==> config.mk <==
export PLATFORM = sky130hd
export DESIGN_NAME = khc_queue
export DESIGN_NICKNAME = d
export VERILOG_FILES = /design/src/rtl/kmer_histogram_counter_unit_defines.svh /design/src/rtl/khc_queue.sv
export SDC_FILE = /design/constraint.sdc
export NUM_CORES = 1
export LEC_CHECK = 0
export BUFFER_PORTS_ARGS = -buffer_cell sky130_fd_sc_hd__buf_2
export CORE_MARGIN = 10
export CORE_UTILIZATION = 30
export CTS_CLUSTER_SIZE = 24
export DETAILED_ROUTE_END_ITERATION = 12
export PLACE_DENSITY = 0.59
export SYNTH_ARGS = -nofsm -noshare
export SYNTH_HDL_FRONTEND = slang
export SYNTH_SLANG_ARGS = --single-unit
==> constraint.sdc <==
create_clock -name clk -period 2 [get_ports clk]
set_input_delay 0.4 -clock clk [delete_from_list [all_inputs] [get_ports clk]]
set_output_delay 0.4 -clock clk [all_outputs]
set_load 0.01 [all_outputs]
==> src/rtl/kmer_histogram_counter_unit_defines.svh <==
// Assertion macros shared by the k-mer histogram counter RTL.
`ifndef KMER_HISTOGRAM_COUNTER_UNIT_DEFINES_SVH
`define KMER_HISTOGRAM_COUNTER_UNIT_DEFINES_SVH

`ifndef SYNTH

`define KHC_ASSERT_IMPL(lbl, clk_i, rstn_i, ante, cons) \
  lbl: assert property (@(posedge clk_i) disable iff (!(rstn_i)) (ante) |-> (cons)) \
    else $error("assertion failed");

`define KHC_ASSERT_NEXT(lbl, clk_i, rstn_i, ante, cons) \
  lbl: assert property (@(posedge clk_i) disable iff (!(rstn_i)) (ante) |=> (cons)) \
    else $error("assertion failed");

`else

`define KHC_ASSERT_IMPL(lbl, clk_i, rstn_i, ante, cons)
`define KHC_ASSERT_NEXT(lbl, clk_i, rstn_i, ante, cons)

`endif

`endif

==> src/rtl/khc_queue.sv <==
// Small first-in first-out queue of packed words.
`default_nettype none
module khc_queue #(
  parameter int WIDTH = 8,
  parameter int DEPTH = 4
) (
  input  wire                         clk,
  input  wire                         rst_n,
  input  wire                         push,
  input  wire  [WIDTH-1:0]            wdata,
  input  wire                         pop,
  output logic [WIDTH-1:0]            rdata,
  output logic                        full,
  output logic                        empty,
  output logic [$clog2(DEPTH+1)-1:0]  count
);

  localparam int PTR_W = $clog2(DEPTH);
  localparam int CNT_W = $clog2(DEPTH + 1);

  logic [WIDTH-1:0] slot_r [DEPTH];
  logic [PTR_W-1:0] wr_ptr_r, wr_ptr_nxt;
  logic [PTR_W-1:0] rd_ptr_r, rd_ptr_nxt;
  logic [CNT_W-1:0] cnt_r, cnt_nxt;
  logic             do_push, do_pop;

  assign full    = (cnt_r == CNT_W'(DEPTH));
  assign empty   = (cnt_r == '0);
  assign count   = cnt_r;
  assign rdata   = slot_r[rd_ptr_r];
  assign do_push = push && !full;
  assign do_pop  = pop && !empty;

  always_comb begin
    wr_ptr_nxt = do_push ? wr_ptr_r + PTR_W'(1) : wr_ptr_r;
    rd_ptr_nxt = do_pop ? rd_ptr_r + PTR_W'(1) : rd_ptr_r;
    cnt_nxt    = cnt_r + CNT_W'(do_push) - CNT_W'(do_pop);
  end

  always_ff @(posedge clk) begin
    if (!rst_n) begin
      wr_ptr_r <= '0;
      rd_ptr_r <= '0;
      cnt_r    <= '0;
    end else begin
      wr_ptr_r <= wr_ptr_nxt;
      rd_ptr_r <= rd_ptr_nxt;
      cnt_r    <= cnt_nxt;
    end
  end

  always_ff @(posedge clk) begin
    if (do_push) begin
      slot_r[wr_ptr_r] <= wdata;
    end
  end

endmodule
`default_nettype wire

Yosys cells after proc, flatten, opt, wreduce, memory -nomap -nowiden
Memory sizes are Yosys's and may differ from the RTL's. A register that Yosys moved wholly into a read port is not among the register bits.
Cells that the tools add are included.
{"block": "totals", "mem_bits_ro": 0, "ram_bits": 32, "output_inout_bits": 13, "latch_bits": 0, "mem_count": 1, "in_bits": 12, "elab_cells": 18, "register_bits": 7}
{"block": "classes", "n_reduce_logical": 5, "add_sub_neg": 4, "n_bitwise": 0, "mul": 0, "shift": 0, "n_mux": 4, "div_mod_pow": 0, "magnitude_cmp": 0, "n_eq_ne": 1}
{"memory": "slot_r", "words": 4, "word_bits": 8, "rd": 1, "rd_ports_with_merged_regs": 1, "wr": 1, "line_no": "khc_queue.sv:21", "text": "logic [WIDTH-1:0] slot_r [DEPTH];"}
{"cell": "2-bit by 1-bit adder with 2-bit output (second input constant)", "n": 2}
{"cell": "2-bit 2-to-1 mux", "n": 2}
{"cell": "3-bit by 1-bit adder with 3-bit output", "n": 1}
{"cell": "3-bit equality test (second input constant)", "n": 1}
{"cell": "3-bit zero test", "n": 1}
{"cell": "3-bit by 1-bit subtractor with 3-bit output", "n": 1}
{"cell": "1-bit logical AND", "n": 2}
{"cell": "1-bit zero test", "n": 2}
{"cell": "1-bit 2-to-1 mux", "n": 2}

Depth between registers and ports, before layout
Gate-level depths: netlist of the first run.
{"block": "depth", "word_depth": 5, "depth_mapped": 11, "mapped_depth_nobuf": 10}

Least setup slack after synthesis of the first run
No wires, ideal clock.
{"block": "synth_timing", "path_kind": "flip-flop to flip-flop", "startpoint": "register cnt_r[2], in the netlist count[2]", "endpoint": "register cnt_r[2], in the netlist count[2]", "arrival_time_ns": 2.075, "n_path_buf": 1, "setup_slack_ns": -0.189, "setup_ns": 0.115, "stages_incl_launch_ff": 12, "synth_period_minus_slack_ns": 2.189, "cell_sequence": "dfxtp_1 nor3b_2 nor2b_1 buf_6 inv_1 ha_1 inv_1 ha_1 fa_1 xnor2_1 xnor2_1 and2_1"}
{"block": "synth_between", "elab_chain_len": 5}
{"element": "start, declared", "line_no": "khc_queue.sv:24", "text": "logic [CNT_W-1:0] cnt_r, cnt_nxt;"}
{"element": "start signal, assigned", "line_no": "khc_queue.sv:48", "text": "cnt_r <= cnt_nxt;"}
{"element": "3-bit equality test", "line_no": "khc_queue.sv:27", "text": "assign full = (cnt_r == CNT_W'(DEPTH));"}
{"element": "named net full", "line_no": "khc_queue.sv:13", "text": "output logic full,"}
{"element": "1-bit zero test", "line_no": "khc_queue.sv:31", "text": "assign do_push = push && !full;"}
{"element": "1-bit logical AND", "line_no": "khc_queue.sv:31"}
{"element": "3-bit by 1-bit adder with 3-bit output", "line_no": "khc_queue.sv:37", "text": "cnt_nxt = cnt_r + CNT_W'(do_push) - CNT_W'(do_pop);"}
{"element": "3-bit by 1-bit subtractor with 3-bit output", "line_no": "khc_queue.sv:37"}
The timed path passes the listed nets, and every way through them passes these cells.
A chain may end at the register's enable or synchronous reset.

Worst setup path in the final report of the first run
{"block": "layout_timing", "startpoint": "register cnt_r[2], in the netlist count[2]", "endpoint": "register cnt_r[2], in the netlist count[2]"}
{"block": "layout_between", "elab_chain_len": 5}
{"element": "3-bit equality test", "line_no": "khc_queue.sv:27"}
{"element": "1-bit zero test", "line_no": "khc_queue.sv:31"}
{"element": "1-bit logical AND", "line_no": "khc_queue.sv:31"}
{"element": "3-bit by 1-bit adder with 3-bit output", "line_no": "khc_queue.sv:37"}
{"element": "3-bit by 1-bit subtractor with 3-bit output (*)", "line_no": "khc_queue.sv:37"}
Every way passes the cells marked *; elsewhere a longest branch is shown, timed or not.

==> results of run 1 <==
placed cells by master, fill, tap and decap left out, types with 3 or more instances in the layout:
cell type   n
inv_1       6
dfxtp_1     6
nand2_1     6
ha_1        5
o21ai_0     3
clkbuf_8    5
buf_4       7
mux4_2      8
edfxtp_1   32
and2_1      7
buf_2      24
through the flow:
step,util,worst slack [ps]
after floorplan,-,-109.8
after global placement,0.3615,8.420
after detailed placement,0.3615,-129.5
after CTS,0.3825,-52.00
after global routing,0.3825,-103.4
final,0.3825,-30.62
how the worst max path moves through the flow:
| stage | startpoint | end | slack, ps | cells after the start |
|---|---|---|---|---|
| global placement | push | count[2] | 8 | 10 |
| floorplan | count[2] | count[2] | -110 | 11 |
| finish | count[2] | count[2] | -30 | 10 |
| CTS | count[2] | count[2] | -50 | 10 |
| global route | count[2] | count[2] | -100 | 10 |
| detailed placement | push | count[2] | -130 | 10 |
synthesized netlist by cell type, types with 2 or more instances:
| cell type | n |
|---|---|
| mux2i_1 | 2 |
| nand2_1 | 6 |
| dfxtp_1 | 9 |
| clkbuf_1 | 2 |
| o21ai_0 | 3 |
| xnor2_1 | 2 |
| mux4_2 | 8 |
| inv_1 | 6 |
| ha_1 | 6 |
| edfxtp_1 | 32 |
| and2_1 | 7 |
| nor2b_1 | 2 |
registers in the layout, indices dropped and copies added (netlist names), named ones only:
name and cells:
count 3, rd_ptr_r 2, wr_ptr_r 2, slot_r 32
routing by layer:
layer,part of all wire,vias to the layer above
li1,-,407
met1,0.43,436
met2,0.49,25
met3,0.066,6
met4,0.014,0
met5,0,-
layout make-up:
| class | count | area share |
|---|---|---|
| clock inverters | 3 | 0.008799 |
| clock buffers | 5 | 0.03457 |
| well taps | 70 | 0.04400 |
| inverters | 6 | 0.01131 |
| repair buffers | 31 | 0.08674 |
| multi-input cells | 42 | 0.2382 |
| flip-flops and latches | 41 | 0.5764 |
logic make-up after synthesis:
| group | Yosys count | synth area share |
|---|---|---|
| DFF | 41 | 0.6951 |
| adders and majority gates | 7 | 0.05793 |
| AOI/OAI and AO/OA | 4 | 0.01372 |
| xor gates and xnor gates | 2 | 0.01067 |
| and+or+nand+nor | 19 | 0.07241 |
| buffers and inverters | 10 | 0.02820 |
| muxes | 10 | 0.1220 |
critical path: stages, from the launching register on:
cell and delay (ps):
dfxtp_4 370, nor3b_4 160, nor2b_2 130, inv_1 50, ha_1 270, inv_1 50
ha_2 170, fa_2 330, xnor2_1 140, xnor2_1 120, and2_1 150
where the power goes:
group | leakage [uW] | total (uW) | internal, uW | switching [uW]
Combinational | 0.000313 | 675 | 355 | 321
Clock | 0.0000439 | 509 | 240 | 268
Sequential | 0.000368 | 1130 | 1050 | 77.9
what timing repair did:
item / 4_1_cts / 5_1_grt
pin swaps: 0 / 0
hold buffers: 0 / 0
setup buffers: 2 / 0
gates resized for setup: 3 / 0
endpoints found under the setup margin: 2 / 1
==> metrics, run 1 <==
Reg area between 1000 and 1500 um^2; vias in the first global route 966; CP Max Fanout 3; clk_skew 10.20 ps; reg-to-reg startpoint count[2]; vias per inst 4.414; GR Util met3 0.02798; fin cells 198; Setup Crit Path Kind reg2reg; max_cap viols 0; initial DRC count 20; synth-to-layout area growth 21.27%; FILL cells between 500 and 600; Hold Path Sink slot_r[3][3]; initial antenna violation count 0; Synth Register Bits between 40 and 50; critical path data required time approximately 2200 ps; die area ~8800 um^2; post-synthesis sequential area ratio 0.6951; fin. max-slew vios 0; startpoint class of the critical path register; # DRC 0; Mapped Cells a little over 90; DRT Pass-1 Iters 2; nets 146; Clock Latency Late Sink 290 ps; Chip Height 93.97 um; share of cells above drive strength 1 0.4297; PD cells approximately 1200 nW/um^2; Worst Hold Class in2reg; Ys Warns 0; mean area per synthesized cell between 15 and 20 um^2; status complete, but fails checks; clock tree buffer depth 2; GR met2 Demand/Resource 0.1158; Port Buf Inserts 24; Synth cell types 20; syn nets around 110; core area between 5000 and 6000 um^2; DRT Wirelength roughly 2900 um; DPL Wire Length about 2200 um; fmax approximately 500 MHz; R2R cell count 10; antenna viol nets, final 0; Final Hold Slack 329.9 ps; GRT busiest layer met2; Cell Area, Synth between 1500 and 2000 um^2; top cell type's share of synthesized area 0.5854; hold_sp wdata[3]; routability cong. ~0.67; Post-DP Area between 1500 and 2000 um^2; number of synthesized flops with an enable pin 32; Slew HR 0.7038; first-pass GRT wire length approximately 5000 um; largest cells by area after synthesis edfxtp_1 (59%), dfxtp_1 (11%), mux4_2 (11%); Synth Flop Type edfxtp_1; Starting Density 0.3154; met1 usage 0.08341; slack of the critical path -30.62 ps; Worst-path clk slew 80 ps; P_leak around 0.00073 uW; Setup TNS -30.62 ps; WHS Path Cells 1; pin count of the biggest net entering global routing 14; DP Cell Count between 150 and 200; CTS tree built; Worst R2R Setup Slack -30 ps; H-tree depth 2; final setup vio count 1; period utilization 1.015; overall power roughly 2300 uW; via count 874; endpoint class of the critical path register; largest area contributor in the netlist edfxtp_1; failing checks negative setup slack; VDD IR-drop max between 500 and 600 uV; Tmin final 2031 ps; Cell Rows 26; worst slew pin tran approximately 440 ps; Top-Level Pins 25; Design Area, Final approximately 2000 um^2; clock root buffer clkbuf_8; grt ovf 0; multi-input logic area 474.2 um^2; RSZ-0062 raised after global routing true; WL/cell 14.74 um; final hold vios 0; R2R Path End count[2]; Num CTS Buffers 5; Antenna Cells 0; ys async rst share 0; Die W ~94 um; clock tree sinks just over 40; Critical Path AT between 2000 and 2500 ps; Global Route Usage Sum 0.07196
Note: power is estimated with default switching activity, not from simulation.
==> inputs of run 2 (changes only) <==
- BUFFER_PORTS_ARGS: -buffer_cell sky130_fd_sc_hd__buf_2 -> -buffer_cell sky130_fd_sc_hd__buf_4
- CAP_MARGIN: not set -> 20
==> run 2 against run 1 <==
  * The run still ends with negative setup slack left
  * Utilization increased by 2.0 points
  * Clock-buffer cell count unchanged
  * Die area unchanged
  * Clock skew is 7.4 ps lower
  * First-iteration DRC count increased by 25%
  * Critical endpoint unchanged
==> metrics, run 2 (synthesis results as in run 1) <==
status complete, but fails checks; failing checks negative setup slack; grt ovf 0; Clock Latency Late Sink ~280 ps; Cell Rows 26; DPL Wire Length ~2100 um; initial antenna violation count 0; Top-Level Pins 25; core area 5205 um^2; vias in the first global route roughly 1000; Net Switching 682.8 uW; Critical Path AT 2220 ps; Antenna Cells 0; synth-to-layout area growth 27.74%; Worst-path clk slew roughly 70 ps; nets roughly 150; Sw Share 0.2801; Setup Crit Path Kind reg2reg; clk_skew ~2.8 ps; DRT Pass-1 Iters 4; vias per inst ~4.3; VDD IR-drop max 664.0 uV; Reg area 1147 um^2; P_leak 0.0007688 uW; startpoint class of the critical path register; Global Route Usage Sum 0.07101; critical path data required time between 2000 and 2500 ps; hold buffers post-CTS 0; DP Cell Count 187; first-pass GRT wire length between 4000 and 5000 um; Critical Path Source count[2]; final setup vio count 1; period utilization 1.022; fmax between 400 and 500 MHz; fin cells 200; register share of total power 0.462; antenna viol nets, final 0; PD cells between 1000 and 1500 nW/um^2; initial DRC count 25; flip-flop count of the largest register after layout 32; Slew HR 0.7297; P_int about 1800 uW; Worst Hold Class in2reg; Port Buf Inserts 24; Post-DP Area about 1900 um^2; Tmin final 2044 ps; CTS tree built; # DRC 0; share of cells above drive strength 1 0.4692; die area between 8000 and 9000 um^2; pin count of the biggest net entering global routing 13; H-tree depth 2; RSZ-0062 raised after global routing true; fin. max-slew vios 0; Starting Density 0.3154; routability cong. approximately 0.66; max_cap viols 0; WL/cell between 10 and 15 um; clock root buffer clkbuf_8; final core occ 0.4029; Num CTS Buffers 5; Final Hold Slack between 300 and 400 ps; Die W between 90 and 100 um; final hold vios 0; endpoint class of the critical path register; Design Area, Final around 2100 um^2; via count approximately 870; clock tree sinks around 40; hold_sp wdata[6]; commonest non-fill, non-tap cell in the layout buf_4; FILL cells slightly below 500; combinational power share 0.334; reg-to-reg startpoint count[2]; clock tree buffer depth 2; commonest cells after routing, fill and taps aside buf_4 (33), edfxtp_1 (32), mux4_2 (8); Clock power frac 0.204; DRT Wirelength roughly 3000 um; CP Max Fanout 2; Top reg by flops slot_r; multi-input logic area roughly 490 um^2; slack of the critical path -44.05 ps; pre-CTS setup slack -121.3 ps; worst slew pin tran 404.9 ps; Chip Height between 90 and 100 um
-- run 2: power groups by stage --
stage / Combinational (uW) / Clock [uW] / Sequential, uW
5_1_grt: 899 / 547 / 1140
3_3_place_gp: 712 / 0 / 1140
4_1_cts: 824 / 515 / 1130
6_report: 815 / 497 / 1130
3_5_place_dp: 734 / 0 / 1150
2_1_floorplan: 433 / 0 / 1130
-- run 2: final cells by class --
type,instances,area share
tap,70,0.04177
clock inverter,2,0.005370
sequential,41,0.5471
timing repair buffer,34,0.1277
clock buffer,5,0.03282
multi-input combinational,42,0.2345
inverter,6,0.01074
-- run 2: per-layer routing --
metal	GRT usage	part of all wire	wire, um
met1	0.07589	0.43	1271
met2	0.1164	0.48	1430
met3	0.03517	0.071	209
met4	0.03038	0.017	51
met5	0	0	0
-- run 2: path summary, 6_finish.rpt --
kind         cells past startpoint  slack [ps]           end
max                             10         -40      count[2]
max reg2reg                     10         -40      count[2]
min                              1         310  slot_r[3][6]
min reg2reg                      2         490      register
-- run 2: repair_timing --
item	in CTS	in global routing
endpoints found under the setup margin	1	33
pin swaps	4	2
gates resized for setup	8	4
setup buffers	6	0
gates cloned	0	0
-- run 2: through the flow --
step,setup TNS [ps],power [uW]
after floorplan,-109.8,1565
after CTS,-74.98,2467
after global routing,-146.7,2585
final,-44.05,2437
after global placement,0,1851
after detailed placement,-121.3,1883
-- run 2: worst max-delay path, cell delays in order (launching register included) --
cell     delay, ps
dfxtp_4        360
nor3b_4        160
nor2b_2        140
inv_1           50
ha_1           260
inv_1           40
ha_2           170
fa_2           360
xnor2_2        150
xnor2_1        120
and2_1         130
==> inputs of run 3 (changes only) <==
- SKIP_CTS_REPAIR_TIMING: not set -> 1
==> run 3 against run 2 <==
  * The flow still finishes with violations (negative setup slack)
  * Wire length increased by 0.98%
  * First-iteration DRC count grew 20%
  * Utilization down 1.0 points
  * Cell area down 2.5%
  * Clock power is essentially flat
  * Final cell count fell by 2.0%
  * Flip-flop and latch count did not move
  * Non-clock buffer count down 4
  * Combinational power down 5.3%
  * Clock-buffer cell count stayed put
  * Critical endpoint unchanged
  * Largest cell class unchanged
  * Highest routed layer unchanged
==> metrics, run 3 (synthesis results as in run 1) <==
status complete, but fails checks; first-pass GRT wire length 4567 um; Worst-path clk slew 70 ps; H-tree depth 2; slowest stage delay, CP 390 ps; commonest cells after routing, fill and taps aside edfxtp_1 (32), buf_4 (30), mux4_2 (8), and2_1 (7); antenna viol nets, final 0; core area 5205 um^2; Port Buf Inserts 24; Starting Density 0.3154; Num CTS Buffers 5; pin count of the biggest net entering global routing 13; grt ovf 0; DRT Pass-1 Iters 4; CTS tree built; Critical Path AT 2270 ps; VDD IR-drop max 666.0 uV; period utilization 1.046; routability cong. 0.6625; slowest CP cell fa_2; clk_skew ~2.8 ps; slack of the critical path -91.55 ps; P_leak ~0.00074 uW; Cell Rows 26; WL/cell ~15 um; fin cells 196; Design Area, Final between 2000 and 2500 um^2; Top reg by flops slot_r; Largest delay share family, worst path adder cells; via count 850; Final Hold Slack roughly 310 ps; endpoint class of the critical path register; Chip Height around 94 um; crit-path cells buf_4 -> nor3_4 -> nor2b_1 -> ha_1 -> inv_1 -> ha_2 -> fa_2 -> xnor2_2 -> xnor2_1 -> and2_1; Antenna Cells 0; WP buf/inv 2; final core occ 0.3928; Setup Crit Path Kind reg2reg; fin. max-slew vios 0; failing checks negative setup slack; overall power between 2000 and 2500 uW; nets approximately 150; share of cells above drive strength 1 0.4206; Die W 93.97 um; critical path data required time ~2200 ps; DP Cell Count about 190; RSZ-0062 raised after global routing true; DPL Wire Length 2079 um; PD cells ~1200 nW/um^2; initial antenna violation count 0; fmax 478.1 MHz; Slew HR 0.7005; synth-to-layout area growth 24.54%; Top-Level Pins 25; startpoint class of the critical path register; Clock Latency Late Sink 280 ps; final setup vio count 1; Post-DP Area 1934 um^2; Tmin final 2092 ps; die area approximately 8800 um^2; final hold vios 0; Worst Hold Class in2reg; Global Route Usage Sum 0.06819; max_cap viols 0; vias per inst 4.337; commonest non-fill, non-tap cell in the layout edfxtp_1; vias in the first global route 969; # DRC 0; CP Max Fanout 4; initial DRC count 30; DRT Wirelength between 2000 and 3000 um; clock root buffer clkbuf_8; clock tree buffer depth 2; worst slew pin tran about 450 ps; clock tree sinks 41; flip-flop count of the largest register after layout 32
-- run 3: power breakdown --
group          switching [uW]  internal (uW)  total (uW)  leakage (uW)
clock                     260            234         494     0.0000377
combinational             339            433         772      0.000333
sequential               76.6           1050        1130      0.000368
total                     676           1720        2390      0.000739
-- run 3: per-layer routing --
metal,global-route usage,share of wire,up-vias,routed length (um)
li1,-,-,406,-
met1,0.07445,0.42,409,1265
met2,0.1083,0.49,28,1462
met3,0.03517,0.072,7,216
met4,0.03038,0.016,0,48
met5,0,0,-,0
-- run 3: cell type report --
cell class	count	area, um^2
clock buffers	5	68.82
clock inverters	2	11.26
fillers	493	3161
inverters	6	22.52
multi-input cells	42	481.7
flip-flops and latches	41	1147
well taps	70	87.58
repair buffers	30	225.2
-- run 3: per-stage QoR --
stage               setup TNS [ps]  worst slack, ps
finish                      -91.55           -91.55
global route                -215.9           -195.8
CTS                         -145.2           -145.2
detailed placement          -121.3           -121.3
global placement                 0            5.611
floorplan                   -109.8           -109.8
-- run 3: worst paths after layout --
path | slack, ps | cells past startpoint | endpoint | start
max | -90 | 10 | count[2] | count[2]
min | 310 | 1 | slot_r[2][6] | wdata[6]
max reg2reg | -90 | 10 | count[2] | count[2]
min reg2reg | 490 | 2 | rd_ptr_r[1] | rd_ptr_r[1]
-- run 3: worst register-to-register path, stage by stage, from the launching register on --
cell and delay (ps):
dfxtp_4 360, buf_4 140, nor3_4 120, nor2b_1 90, ha_1 280, inv_1 40, ha_2 180, fa_2 390
xnor2_2 160, xnor2_1 120, and2_1 140
