File: src/rtl/kmer_histogram_counter_unit_defines.svh
// Assertion macros shared by the k-mer histogram counter RTL.
`ifndef KMER_HISTOGRAM_COUNTER_UNIT_DEFINES_SVH
`define KMER_HISTOGRAM_COUNTER_UNIT_DEFINES_SVH

`ifndef SYNTH

`define KHC_ASSERT_IMPL(lbl, clk_i, rstn_i, ante, cons) \
  lbl: assert property (@(posedge clk_i) disable iff (!(rstn_i)) (ante) |-> (cons)) \
    else $error("assertion failed");

`define KHC_ASSERT_NEXT(lbl, clk_i, rstn_i, ante, cons) \
  lbl: assert property (@(posedge clk_i) disable iff (!(rstn_i)) (ante) |=> (cons)) \
    else $error("assertion failed");

`else

`define KHC_ASSERT_IMPL(lbl, clk_i, rstn_i, ante, cons)
`define KHC_ASSERT_NEXT(lbl, clk_i, rstn_i, ante, cons)

`endif

`endif

File: src/rtl/khc_pkg.sv
// Types and constants of the k-mer histogram counter.
`default_nettype none
package khc_pkg;

  localparam logic [1:0] FUNC_PUSH   = 2'd0;
  localparam logic [1:0] FUNC_READ   = 2'd1;
  localparam logic [1:0] FUNC_NEWSEQ = 2'd2;

  localparam logic [3:0] KMER_LEN_RESET = 4'd3;
  localparam logic [3:0] RUN_MAX        = 4'hF;

  localparam int MID_DEPTH = 2;
  localparam int RES_DEPTH = 4;

  localparam int WORD_W  = 16;
  localparam int VALUE_W = 32;
  localparam int RES_W   = 1 + WORD_W + VALUE_W;

  typedef enum logic [1:0] {
    OP_NONE,
    OP_INC,
    OP_CLEAR
  } op_kind_t;

  typedef struct packed {
    logic                 counted;
    logic [WORD_W-1:0]    word_index;
    logic [VALUE_W-1:0]   count_value;
  } result_t;

endpackage
`default_nettype wire

File: src/rtl/khc_front.sv
// Front end: word length register, symbol window and item classification.
`default_nettype none
module khc_front #(
  parameter int MAX_WORD_LEN = 8
) (
  input  wire                           clk,
  input  wire                           rst_n,
  input  wire                           cfg_valid,
  output logic                          cfg_ready,
  input  wire  [3:0]                    cfg_kmer_length,
  input  wire                           accept,
  input  wire  [1:0]                    func,
  input  wire  [1:0]                    symbol,
  input  wire                           symbol_invalid,
  input  wire  [khc_pkg::WORD_W-1:0]    bin_index,
  output khc_pkg::op_kind_t             op_kind,
  output logic [2*MAX_WORD_LEN-1:0]     op_addr
);

  localparam int WIN_BITS = 2 * MAX_WORD_LEN;

  logic [3:0]          kmer_len_r;
  logic [3:0]          k_eff;
  logic [WIN_BITS-1:0] win_r, win_nxt;
  logic [3:0]          run_r, run_nxt;
  logic [WIN_BITS-1:0] kmask;
  logic [WIN_BITS+khc_pkg::WORD_W-1:0] req_wide;
  logic [WIN_BITS-1:0] req_addr;

  assign cfg_ready = 1'b1;
  assign req_wide  = {{WIN_BITS{1'b0}}, bin_index};
  assign req_addr  = req_wide[WIN_BITS-1:0];

  always_comb begin
    priority if (kmer_len_r == 4'd0) begin
      k_eff = 4'd1;
    end else if (kmer_len_r > 4'(MAX_WORD_LEN)) begin
      k_eff = 4'(MAX_WORD_LEN);
    end else begin
      k_eff = kmer_len_r;
    end
  end

  assign kmask = ~({WIN_BITS{1'b1}} << {k_eff, 1'b0});

  always_comb begin
    win_nxt = win_r;
    run_nxt = run_r;
    op_kind = khc_pkg::OP_NONE;
    op_addr = '0;
    unique case (func)
      khc_pkg::FUNC_PUSH: begin
        if (symbol_invalid) begin
          win_nxt = win_r << 2;
          run_nxt = '0;
        end else begin
          win_nxt = (win_r << 2) | WIN_BITS'(symbol);
          run_nxt = (run_r == khc_pkg::RUN_MAX) ? run_r : run_r + 4'd1;
          if (run_nxt >= k_eff) begin
            op_kind = khc_pkg::OP_INC;
            op_addr = win_nxt & kmask;
          end
        end
      end
      khc_pkg::FUNC_READ: begin
        op_kind = khc_pkg::OP_CLEAR;
        op_addr = req_addr;
      end
      khc_pkg::FUNC_NEWSEQ: begin
        win_nxt = '0;
        run_nxt = '0;
      end
      default: begin
      end
    endcase
  end

  always_ff @(posedge clk) begin
    if (!rst_n) begin
      kmer_len_r <= khc_pkg::KMER_LEN_RESET;
      win_r      <= '0;
      run_r      <= '0;
    end else begin
      if (cfg_valid && cfg_ready) begin
        kmer_len_r <= cfg_kmer_length;
      end
      if (accept) begin
        win_r <= win_nxt;
        run_r <= run_nxt;
      end
    end
  end

endmodule
`default_nettype wire

File: config.mk
export PLATFORM = sky130hd
export DESIGN_NAME = khc_front
export DESIGN_NICKNAME = d
export VERILOG_FILES = /design/src/rtl/kmer_histogram_counter_unit_defines.svh /design/src/rtl/khc_pkg.sv /design/src/rtl/khc_front.sv
export SDC_FILE = /design/constraint.sdc
export NUM_CORES = 1
export LEC_CHECK = 0
export ABC_AREA = 1
export BUFFER_PORTS_ARGS = -buffer_cell sky130_fd_sc_hd__buf_4
export CAP_MARGIN = 20
export CORE_MARGIN = 2
export CORE_UTILIZATION = 35
export CTS_CLUSTER_DIAMETER = 120
export DETAILED_ROUTE_END_ITERATION = 8
export PLACE_DENSITY = 0.68
export RECOVER_POWER = 50
export SLEW_MARGIN = 20
export SYNTH_ARGS = -nofsm -noshare
export SYNTH_HDL_FRONTEND = slang
export SYNTH_SLANG_ARGS = --single-unit
File: constraint.sdc
create_clock -name clk -period 2.9 [get_ports clk]
set_input_delay 0.435 -clock clk [delete_from_list [all_inputs] [get_ports clk]]
set_output_delay 0.435 -clock clk [all_outputs]
set_load 0.05 [all_outputs]
; ---- Yosys cells after proc, flatten, opt, wreduce, memory -nomap -nowiden
; Cells that the tools add are included.
[totals]
wordCells = 30
ff_bits = 22
[op_classes]
mux = 13
order_cmp = 2
eq_ne = 3
add_sub_neg = 1
bitwise_logic = 3
n_reduce_logical = 4
shift = 1
[ops]
columns = operator, n
row1 = 16-bit 2-to-1 mux, 2
row2 = 16-bit case mux with 2 select lines, 1
row3 = 14-bit case mux with 2 select lines, 1
row4 = 16-bit AND, 1
row5 = 4-bit 2-to-1 mux, 4
row6 = 16-bit NOT, 1
row7 = 16-bit by 2-bit OR with 16-bit output, 1
row8 = 16-bit by 5-bit << shifter with 16-bit output (first input constant), 1
row9 = 14-bit 2-to-1 mux, 1
row10 = 4-bit case mux with 2 select lines, 1
row11 = 4-bit by 1-bit adder with 4-bit output (second input constant), 1
row12 = 4-bit == test (second input constant), 1
row13 = 4-bit >= comparator, 1
row14 = 4-bit greater-than comparator (second input constant), 1
row15 = 4-bit logical NOT, 1
row16 = 2-bit case mux with 2 select lines, 1
row17 = 2-bit by 1-bit == test with 1-bit output (second input constant), 1
row18 = 2-bit == test (second input constant), 1
row19 = 2-bit logical NOT, 1
row20 = 1-bit 2-to-1 mux, 2
row21 = 2-bit AND reduction, 1
row22 = 2-bit nonzero test, 1

; ---- Logic depth before layout (Yosys ltp)
; Gate-level depths: netlist (run 1).
[logic_depth]
ltp_word = 9
ltp_mapped = 15
depth_no_buf = 14

; ---- Worst setup path after synthesis (run 1)
; OpenSTA, ideal clock, no wires.
[synth_timing]
path_kind = register to output
from = register run_r[0]
to = output op_addr[0]
slack_ps = 502
path_stages_with_launch = 14
arrival_time_ps = 1963
cell_sequence = dfxtp_1 ha_1 nand2_1 nand2_1 nand2_1 nand2_1 ha_1 nand2_1 inv_1 nand3_1 nand3_2 buf_2 nand3_1 nand2_1
[synth_via]
elab_chain_len = 6
elab_cells_between_ends = 7
[synth_lines]
columns = item, line_no
row1 = start: declaration, khc_front.sv:25  ; logic [3:0] run_r, run_nxt;
row2 = start signal: assignment, khc_front.sv:89  ; run_r <= run_nxt;
row3 = 4-bit by 1-bit adder with 4-bit output / 4-bit == test (equally long branches), khc_front.sv:58  ; run_nxt = (run_r == khc_pkg::RUN_MAX) ? run_r : run_r + 4'd1;
row4 = 4-bit 2-to-1 mux (*), khc_front.sv:58
row5 = 4-bit >= comparator (*), khc_front.sv:59  ; if (run_nxt >= k_eff) begin
row6 = 16-bit 2-to-1 mux (*), khc_front.sv:59
row7 = 16-bit 2-to-1 mux (*), khc_front.sv:53  ; if (symbol_invalid) begin
row8 = 16-bit case mux with 2 select lines (*), khc_front.sv:51  ; unique case (func)
row9 = end: declaration, khc_front.sv:17  ; output logic [2*MAX_WORD_LEN-1:0] op_addr
; Every way passes the cells marked *; elsewhere a longest branch is shown, timed or not.

; ---- Worst setup path after layout (run 1)
[layout_timing]
from = register run_r[1]
to = output op_addr[9]
; The elaborated chain is that of the path after synthesis.

==> results of run 1 <==
==> sequential cells by signal, indices dropped and copies added (netlist names) <==
| signal | cells |
|---|---|
| run_r | 4 |
| kmer_len_r | 4 |
| win_r | 14 |
==> kinds of logic after synthesis <==
family                     Yosys count
and+or+nand+nor                    140
other                                1
buffers and inverters               35
DFF                                 22
adders and majority gates            5
AOI/OAI and AO/OA                   29
==> critical path, cell delays in order (launching register included) <==
cell	delay, ps
sky130_fd_sc_hd__dfxtp_1	400
sky130_fd_sc_hd__ha_1	220
sky130_fd_sc_hd__nand3_1	130
sky130_fd_sc_hd__nand2_1	80
sky130_fd_sc_hd__nand2_1	70
sky130_fd_sc_hd__ha_1	320
sky130_fd_sc_hd__nand2_1	80
sky130_fd_sc_hd__nand2_1	40
sky130_fd_sc_hd__nand2_1	100
sky130_fd_sc_hd__nand3_4	180
sky130_fd_sc_hd__nand3_1	140
sky130_fd_sc_hd__nand2_1	60
sky130_fd_sc_hd__buf_4	180
==> final timing paths <==
path / startpoint / to / slack [ps] / cells past startpoint
max: run_r[1] / op_addr[9] / 180 / 12
min: cfg_kmer_length[0] / kmer_len_r[0] / 380 / 3
max reg2reg: run_r[0] / run_r[2] / 1650 / 6
min reg2reg: win_r[13] / win_r[13] / 470 / 2
==> Yosys cell counts <==
library cell | number | area, um2
sky130_fd_sc_hd__nand2_1 | 84 | 315
sky130_fd_sc_hd__nand3_1 | 24 | 120
sky130_fd_sc_hd__dfxtp_1 | 22 | 440
sky130_fd_sc_hd__inv_1 | 21 | 78.8
sky130_fd_sc_hd__nor2_1 | 15 | 56.3
sky130_fd_sc_hd__a21oi_1 | 11 | 55.1
sky130_fd_sc_hd__a21oi_2 | 11 | 96.3
sky130_fd_sc_hd__nand3_2 | 11 | 110
sky130_fd_sc_hd__o21ai_0 | 6 | 30.0
sky130_fd_sc_hd__ha_1 | 5 | 62.6
sky130_fd_sc_hd__buf_2 | 3 | 15.0
sky130_fd_sc_hd__inv_2 | 3 | 11.3
sky130_fd_sc_hd__buf_12 | 2 | 40.0
sky130_fd_sc_hd__buf_4 | 2 | 15.0
sky130_fd_sc_hd__nor3_4 | 2 | 32.5
sky130_fd_sc_hd__a21o_1 | 1 | 7.51
sky130_fd_sc_hd__buf_6 | 1 | 11.3
sky130_fd_sc_hd__buf_8 | 1 | 15.0
sky130_fd_sc_hd__clkinv_1 | 1 | 3.75
sky130_fd_sc_hd__clkinv_4 | 1 | 8.76
sky130_fd_sc_hd__conb_1 | 1 | 3.75
sky130_fd_sc_hd__nand2_2 | 1 | 6.26
sky130_fd_sc_hd__nand2_4 | 1 | 11.3
sky130_fd_sc_hd__nor2_4 | 1 | 11.3
sky130_fd_sc_hd__nor3_1 | 1 | 5.00
==> repair_timing <==
| item | 4_1_cts | 5_1_grt |
|---|---|---|
| setup endpoints to repair | 0 | 17 |
| hold buffers | 0 | 0 |
| gates resized for setup | 0 | 1 |
==> final cells by class <==
cell class | count | area (um2)
Inverter | 26 | 103
Multi-Input combinational cell | 175 | 908
Clock buffer | 3 | 41.3
Timing Repair Buffer | 46 | 342
Tap cell | 52 | 65.1
Fill cell | 464 | 2420
Sequential cell | 22 | 440
==> where the power goes <==
part	total [mW]	internal, mW	switching, mW
sequential	0.314	0.307	0.00690
clock	0.189	0.0928	0.0962
combinational	0.180	0.0606	0.120
total	0.683	0.460	0.223
==> per-layer routing <==
metal / GRT usage, % / wire, um
met5: 0 / 0
met4: 5.45 / 46
met3: 2.71 / 294
met2: 21.9 / 1450
met1: 19.9 / 1710
==> reports/results.env, run 1 <==
TOTAL_POWER_uW=683
CLOCK_TREE.ROOT_CELL='sky130_fd_sc_hd__clkbuf_8'
MAXSLEWVIOLCOUNT=0
POSTCTSSETUPBUFFERS=0
CLOCK_LATENCY_PS=260
SYNTH_NETS=266
MIN_PERIOD_PS=2720
YS.WARNINGS.COUNT=0
LAYOUT_COMMON_CELLS='sky130_fd_sc_hd__nand2_1, sky130_fd_sc_hd__buf_4, sky130_fd_sc_hd__nand3_1, sky130_fd_sc_hd__inv_1, sky130_fd_sc_hd__dfxtp_1'
CTS_TREE='done'
DRIVE_GT1_SHARE_PCT=26.5
FINALWIRELENGTH_UM=3500
SKEW_PS=2.34
CRITICAL_PATH_ARRIVAL_PS=2290
P_LEAK_nW=0.873
DRCVIOLATIONCOUNT=0
DP_HPWL_UM=2630
MAXCLOCKFREQUENCY_MHz=367
GRT_PASS1_WL_UM=5950
FINALHOLDVIOLCOUNT=0
SYNTH_MUX_AREA_SHARE_PCT=0
FINAL_CORE_UTIL_PCT=43.9
PORT_BUFFERS=46
GRT_MAX_DEGREE=21
DIE-WIDTH_UM=70.8
CRIT_PATH_MAX_FANOUT=17
SETUP_WS_PS=178
WORST_PIN_SLEW_PS=601
VIAS=1525
GLOBAL_ROUTE.USAGE.TOTAL_PCT=14.3
ANTENNA_CELLS=0
PLACEABLECOREAREA_UM2=4320
CTS.SINKS=22
DP_SLACK_PS=356
DRV_CAP=0
CRITICAL_PATH_RT_PS=2470
GP_ROUTABILITY_CONGESTION=0.747
FIN_TNS_SETUP_PS=0
WORST-SETUP-PATH-TYPE='reg -> out'
FINAL_MIN_PERIOD_OVER_CLOCK_PERIOD_PCT=93.9
POWER_PER_CELL_AREA_nW_PER_UM2=360
FINALNONFILLERCELLS=324
DIE_HEIGHT_UM=70.8
MAIN_COMBINATIONAL_CELL_FAMILY_BY_AREA_AFTER_SYNTHESIS='simple AND/OR/NAND/NOR gates'
SYNTH_AREA_PER_CELL_UM2=6.74
IO_PINS=48
CLOCK_BUFFER_DEPTH=2
DIE-AREA_UM2=5020
PLACEMENTROWS=24
INITIAL_UTILIZATION_PCT=36.1
SYNTH_SIMPLE_GATE_AREA_SHARE_PCT=42.8
SYNTHTOLAYOUTAREAGROWTH_PCT=21.5
END_KIND='output port'
ANT_NETS=0
NUM-NETS-FINAL=308
DRTITER0DRC=67
DPL.CELL_COUNT=321
ANTENNA_FOUND_INITIAL=0
SETUP_VIOL_COUNT_FINAL=0
TIMING.HOLD.WORST.CLASS='in -> reg'
GRT_PASS1_VIAS=1366
LAYOUT.CELLS.MOST_COMMON='sky130_fd_sc_hd__nand2_1'
SYNTH_XOR_AREA_SHARE_PCT=0
CTSHTREEMAXLEVEL=1
PLACED_CELL_AREA_UM2=1880
SLEW_HEADROOM_PCT=59.8
COMPLEX_GATE_FRACTION_OF_THE_SYNTHESIZED_AREA_PCT=12.1
POST_SYNTH_INST_COUNT=232
DETAILEDROUTE.FIRSTPASSITERATIONCOUNT=4
POSTSYNTHREGISTERBITS=22
CRIT_PATH_START_KIND='flop'
SYNTH.CELL_AREA_UM2=1560
CLK_PIN_SLEW_PS=80
WIRE_PER_INST_UM=10.8
TRITONCTS.NUM_BUFFERS=3
DETAIL_ROUTE.VIAS_PER_CELL=4.71
OUTCOME='completed'
AREA_OF_ALL_PLACED_CELLS_WITHOUT_FILLERS_UM2=1900
IR_DROP_uV=146
POST_SYNTHESIS_ADDER_CELL_AREA_FRACTION_PCT=4.00
FINAL.HOLD.WORST_SLACK_PS=380
YS_SEQ_AREA_SHARE_PCT=28.2
GRT_OVERFLOW_TOTAL=0
SYNTH_CELL_TYPE_COUNT=25
No activity file was read; power rests on OpenSTA's default activity.
==> inputs of run 2 (changes only) <==
ABC_AREA = not set   (was 1)
CORE_MARGIN = not set   (was 2)
PLACE_DENSITY = 0.7   (was 0.68)
==> reports/results.env, run 2 <==
CRITICAL_PATH_RT_PS=2470  # about the same
LAYOUT_COMMON_CELLS='sky130_fd_sc_hd__buf_4, sky130_fd_sc_hd__nor2b_1, sky130_fd_sc_hd__dfxtp_1, sky130_fd_sc_hd__nand2_1, sky130_fd_sc_hd__a21oi_1'
SYNTH_AREA_PER_CELL_UM2=8.62  # +28%
GRT_PASS1_VIAS=1166  # -15%
FINALHOLDVIOLCOUNT=0  # unchanged
SYNTH_CELL_TYPE_COUNT=31  # +24%
YS_SEQ_AREA_SHARE_PCT=33.0  # +4.8 points
INITIAL_UTILIZATION_PCT=36.5  # +0.36 points
CTS_TREE='done'
CRITICAL_PATH_ARRIVAL_PS=2370  # +80 ps
P_LEAK_nW=0.808  # -7.5%
IR_DROP_uV=246  # +68%
SYNTHTOLAYOUTAREAGROWTH_PCT=41.5
GP_ROUTABILITY_CONGESTION=0.808  # +8.2%
IO_PINS=48  # unchanged
DPL.CELL_COUNT=242  # -25%
OUTCOME='completed'
SYNTH_LARGEST_AREA_CELL='sky130_fd_sc_hd__dfxtp_1'
DRV_CAP=0  # unchanged
ANT_NETS=0  # unchanged
CLOCK_LATENCY_PS=260  # about the same
POSTSYNTHREGISTERBITS=22  # unchanged
FINALWIRELENGTH_UM=3340  # -4.5%
POWER_PER_CELL_AREA_nW_PER_UM2=371  # +3.1%
DP_HPWL_UM=2340  # -11%
SLEW_HEADROOM_PCT=34.4  # -25 points
ASYNCSETRESETFLOPFRACSYNTH_PCT=0  # unchanged
SYNTH.AREA.TOP_CELLS='sky130_fd_sc_hd__dfxtp_1, sky130_fd_sc_hd__a32o_1, sky130_fd_sc_hd__nor2b_1'
DRTITER0DRC=53  # -21%
LAYOUT.CELLS.MOST_COMMON='sky130_fd_sc_hd__buf_4'
FRACTION_OF_POWER_SPENT_SWITCHING_NETS_PCT=28.8  # -3.9 points
TIMING.HOLD.WORST.CLASS='in -> reg'
CTS-HOLD-FIX-BUFFERS=0  # unchanged
SYNTH.CELL_AREA_UM2=1340  # -14%
PLACEABLECOREAREA_UM2=3660  # -15%
WORST_PIN_SLEW_PS=984  # +383 ps
FIN_TNS_SETUP_PS=0  # unchanged
FINALNONFILLERCELLS=247  # -24%
PORT_BUFFERS=46  # unchanged
POWER.SHARE.CLOCK_PCT=31.2  # +3.5 points
LARGEST_REGISTER_FF_COUNT=14  # unchanged
NETSWITCHINGPOWER_uW=202  # -9.6%
END_KIND='output port'
SHARE_COMB_OF_TOTAL_POWER_PCT=24.3  # -2.1 points
YS.WARNINGS.COUNT=0  # unchanged
REG2REG_SETUP_SLACK_PS=1770  # +120 ps
MAXCLOCKFREQUENCY_MHz=357  # -2.9%
TRITONCTS.NUM_BUFFERS=3  # unchanged
CLK_PIN_SLEW_PS=80  # about the same
FINAL_MIN_PERIOD_OVER_CLOCK_PERIOD_PCT=96.7  # +2.8 points
DETAIL_ROUTE.VIAS_PER_CELL=5.15  # +9.5%
GRT_PASS1_WL_UM=5350  # -10%
CTS.SINKS=22  # unchanged
CTSHTREEMAXLEVEL=1  # unchanged
MAXSLEWVIOLCOUNT=0  # unchanged
CLOCK_BUFFER_DEPTH=2  # unchanged
DIE-WIDTH_UM=63.8  # -9.9%
INTERNAL-POWER_uW=499  # +8.5%
ANTENNA_CELLS=0  # unchanged
SHARE_OF_YOSYS_CELL_AREA_CLAIMED_BY_THE_TOP_AREA_CELL_TYPE_PCT=33.0  # +4.8 points
GLOBAL_ROUTE.USAGE.TOTAL_PCT=16.6  # +2.3 points
DETAILEDROUTE.FIRSTPASSITERATIONCOUNT=4  # unchanged
POST_SYNTH_INST_COUNT=155  # -33%
MIN_PERIOD_PS=2800  # +81.5 ps
NUM-NETS-FINAL=234  # -24%
DIE_HEIGHT_UM=63.8  # -9.9%
CRIT_PATH_START_KIND='flop'
DRCVIOLATIONCOUNT=0  # unchanged
PLACEMENTROWS=22  # -8.3%
CRIT_PATH_MAX_FANOUT=8  # -9
SHARE_SEQ_OF_TOTAL_POWER_PCT=44.5  # -1.4 points
SKEW_PS=3.50  # +1.17 ps
SYNTH_NETS=189  # -29%
DRIVE_GT1_SHARE_PCT=38.7  # +12 points
REG.LARGEST.LIST='win_r: 14 flops, kmer_len_r: 4 flops, run_r: 4 flops'
GRT_OVERFLOW_TOTAL=0  # unchanged
VIAS=1273  # -17%
LARGEST_REGISTER_BY_FLOP_COUNT='win_r'
GRT_MAX_DEGREE=28  # +33%
SYNTH_ENABLE_FLOP_CELLS=0  # unchanged
WIRE_PER_INST_UM=13.5  # +25%
SETUP_VIOL_COUNT_FINAL=0  # unchanged
DIE-AREA_UM2=4070  # -19%
POST_SYNTH_MOST_FREQUENT_CELLS='sky130_fd_sc_hd__dfxtp_1, sky130_fd_sc_hd__nor2b_1, sky130_fd_sc_hd__a32o_1, sky130_fd_sc_hd__a21oi_1, sky130_fd_sc_hd__nand2_1'
CLOCK_TREE.ROOT_CELL='sky130_fd_sc_hd__clkbuf_8'
ANTENNA_FOUND_INITIAL=0  # unchanged
SYNTHFLOPTYPE='sky130_fd_sc_hd__dfxtp_1'
WORST-SETUP-PATH-TYPE='reg -> out'
## run 2: changes by cell type after synthesis, sizes merged, moves of 3 or more
cell	before	now
nor2b	0	22
buf	9	6
nor2	16	6
a32o	0	14
o21ai	6	2
nand3	35	4
nand2	86	13
nor3b	0	10
clkbuf	0	7
a22oi	0	3
mux2i	0	6
a21oi	22	13
inv	24	2
## run 2: power by group through the flow
stage | clock, mW | combinational [mW] | sequential (mW)
after floorplan | 0 | 0.103 | 0.317
after global placement | 0 | 0.160 | 0.319
after detailed placement | 0 | 0.160 | 0.320
after CTS | 0.226 | 0.162 | 0.313
after global routing | 0.235 | 0.183 | 0.313
final | 0.219 | 0.170 | 0.312
## run 2: layout make-up
type	count	area, um2
inverter	2	7.51
timing repair buffer	53	439
clock buffer	4	55.1
sequential	22	445
multi-input combinational	118	883
fill	361	1770
tap	48	60.1
## run 2: worst max-delay path, stage by stage (launching register included)
cell and delay (ps):
sky130_fd_sc_hd__dfxtp_2 370, sky130_fd_sc_hd__ha_4 170, sky130_fd_sc_hd__nand3_2 110, sky130_fd_sc_hd__mux2_4 340, sky130_fd_sc_hd__ha_4 260, sky130_fd_sc_hd__o21ai_2 70
sky130_fd_sc_hd__a211oi_4 280, sky130_fd_sc_hd__buf_6 170, sky130_fd_sc_hd__a32o_1 180, sky130_fd_sc_hd__buf_6 160
## run 2: repair_timing
action                     in CTS  in global routing
pin swaps                       0                  4
setup endpoints to repair      16                 16
setup buffers                   0                  1
gates resized for setup         6                 22
## run 2: through the flow
stage / util (%) / power, mW / setup WS, ps / instance area, um2 / hold slack [ps]
floorplan: - / 0.420 / 35.2 / 1350 / 478
global placement: 47.3 / 0.479 / 174 / 1730 / 495
detailed placement: 47.3 / 0.479 / 141 / 1730 / 514
CTS: 49.4 / 0.700 / 7.94 / 1810 / 381
global route: 51.6 / 0.731 / -11.3 / 1890 / 401
finish: 51.6 / 0.701 / 96.1 / 1890 / 386
## run 2: cell families after synthesis
kind of cell	count (synthesis)	share of synthesized area, %
other	1	0.281
flip-flops	22	33.0
buffers and inverters	15	5.43
multiplexers	7	5.34
AO/OA/AOI/OAI	42	24.4
AND/OR/NAND/NOR	62	26.2
XOR/XNOR	1	0.656
adder cells (fa/ha/maj)	5	4.68
## run 2: worst paths after layout
kind | end | cells after the start | start
worst max-delay path | op_addr[15] | 9 | run_r[0]
worst min-delay path | kmer_len_r[0] | 3 | cfg_kmer_length[0]
worst max register to register | run_r[2] | 5 | run_r[1]
worst min register to register | win_r[13] | 2 | win_r[13]
## run 2: layer usage
layer / part of all wire [%] / up-vias / GRT usage (%)
li1: - / 652 / -
met1: 48 / 573 / 22.9
met2: 45 / 44 / 26.5
met3: 6.3 / 4 / 3.57
met4: 0.99 / 0 / 3.41
met5: 0 / - / 0
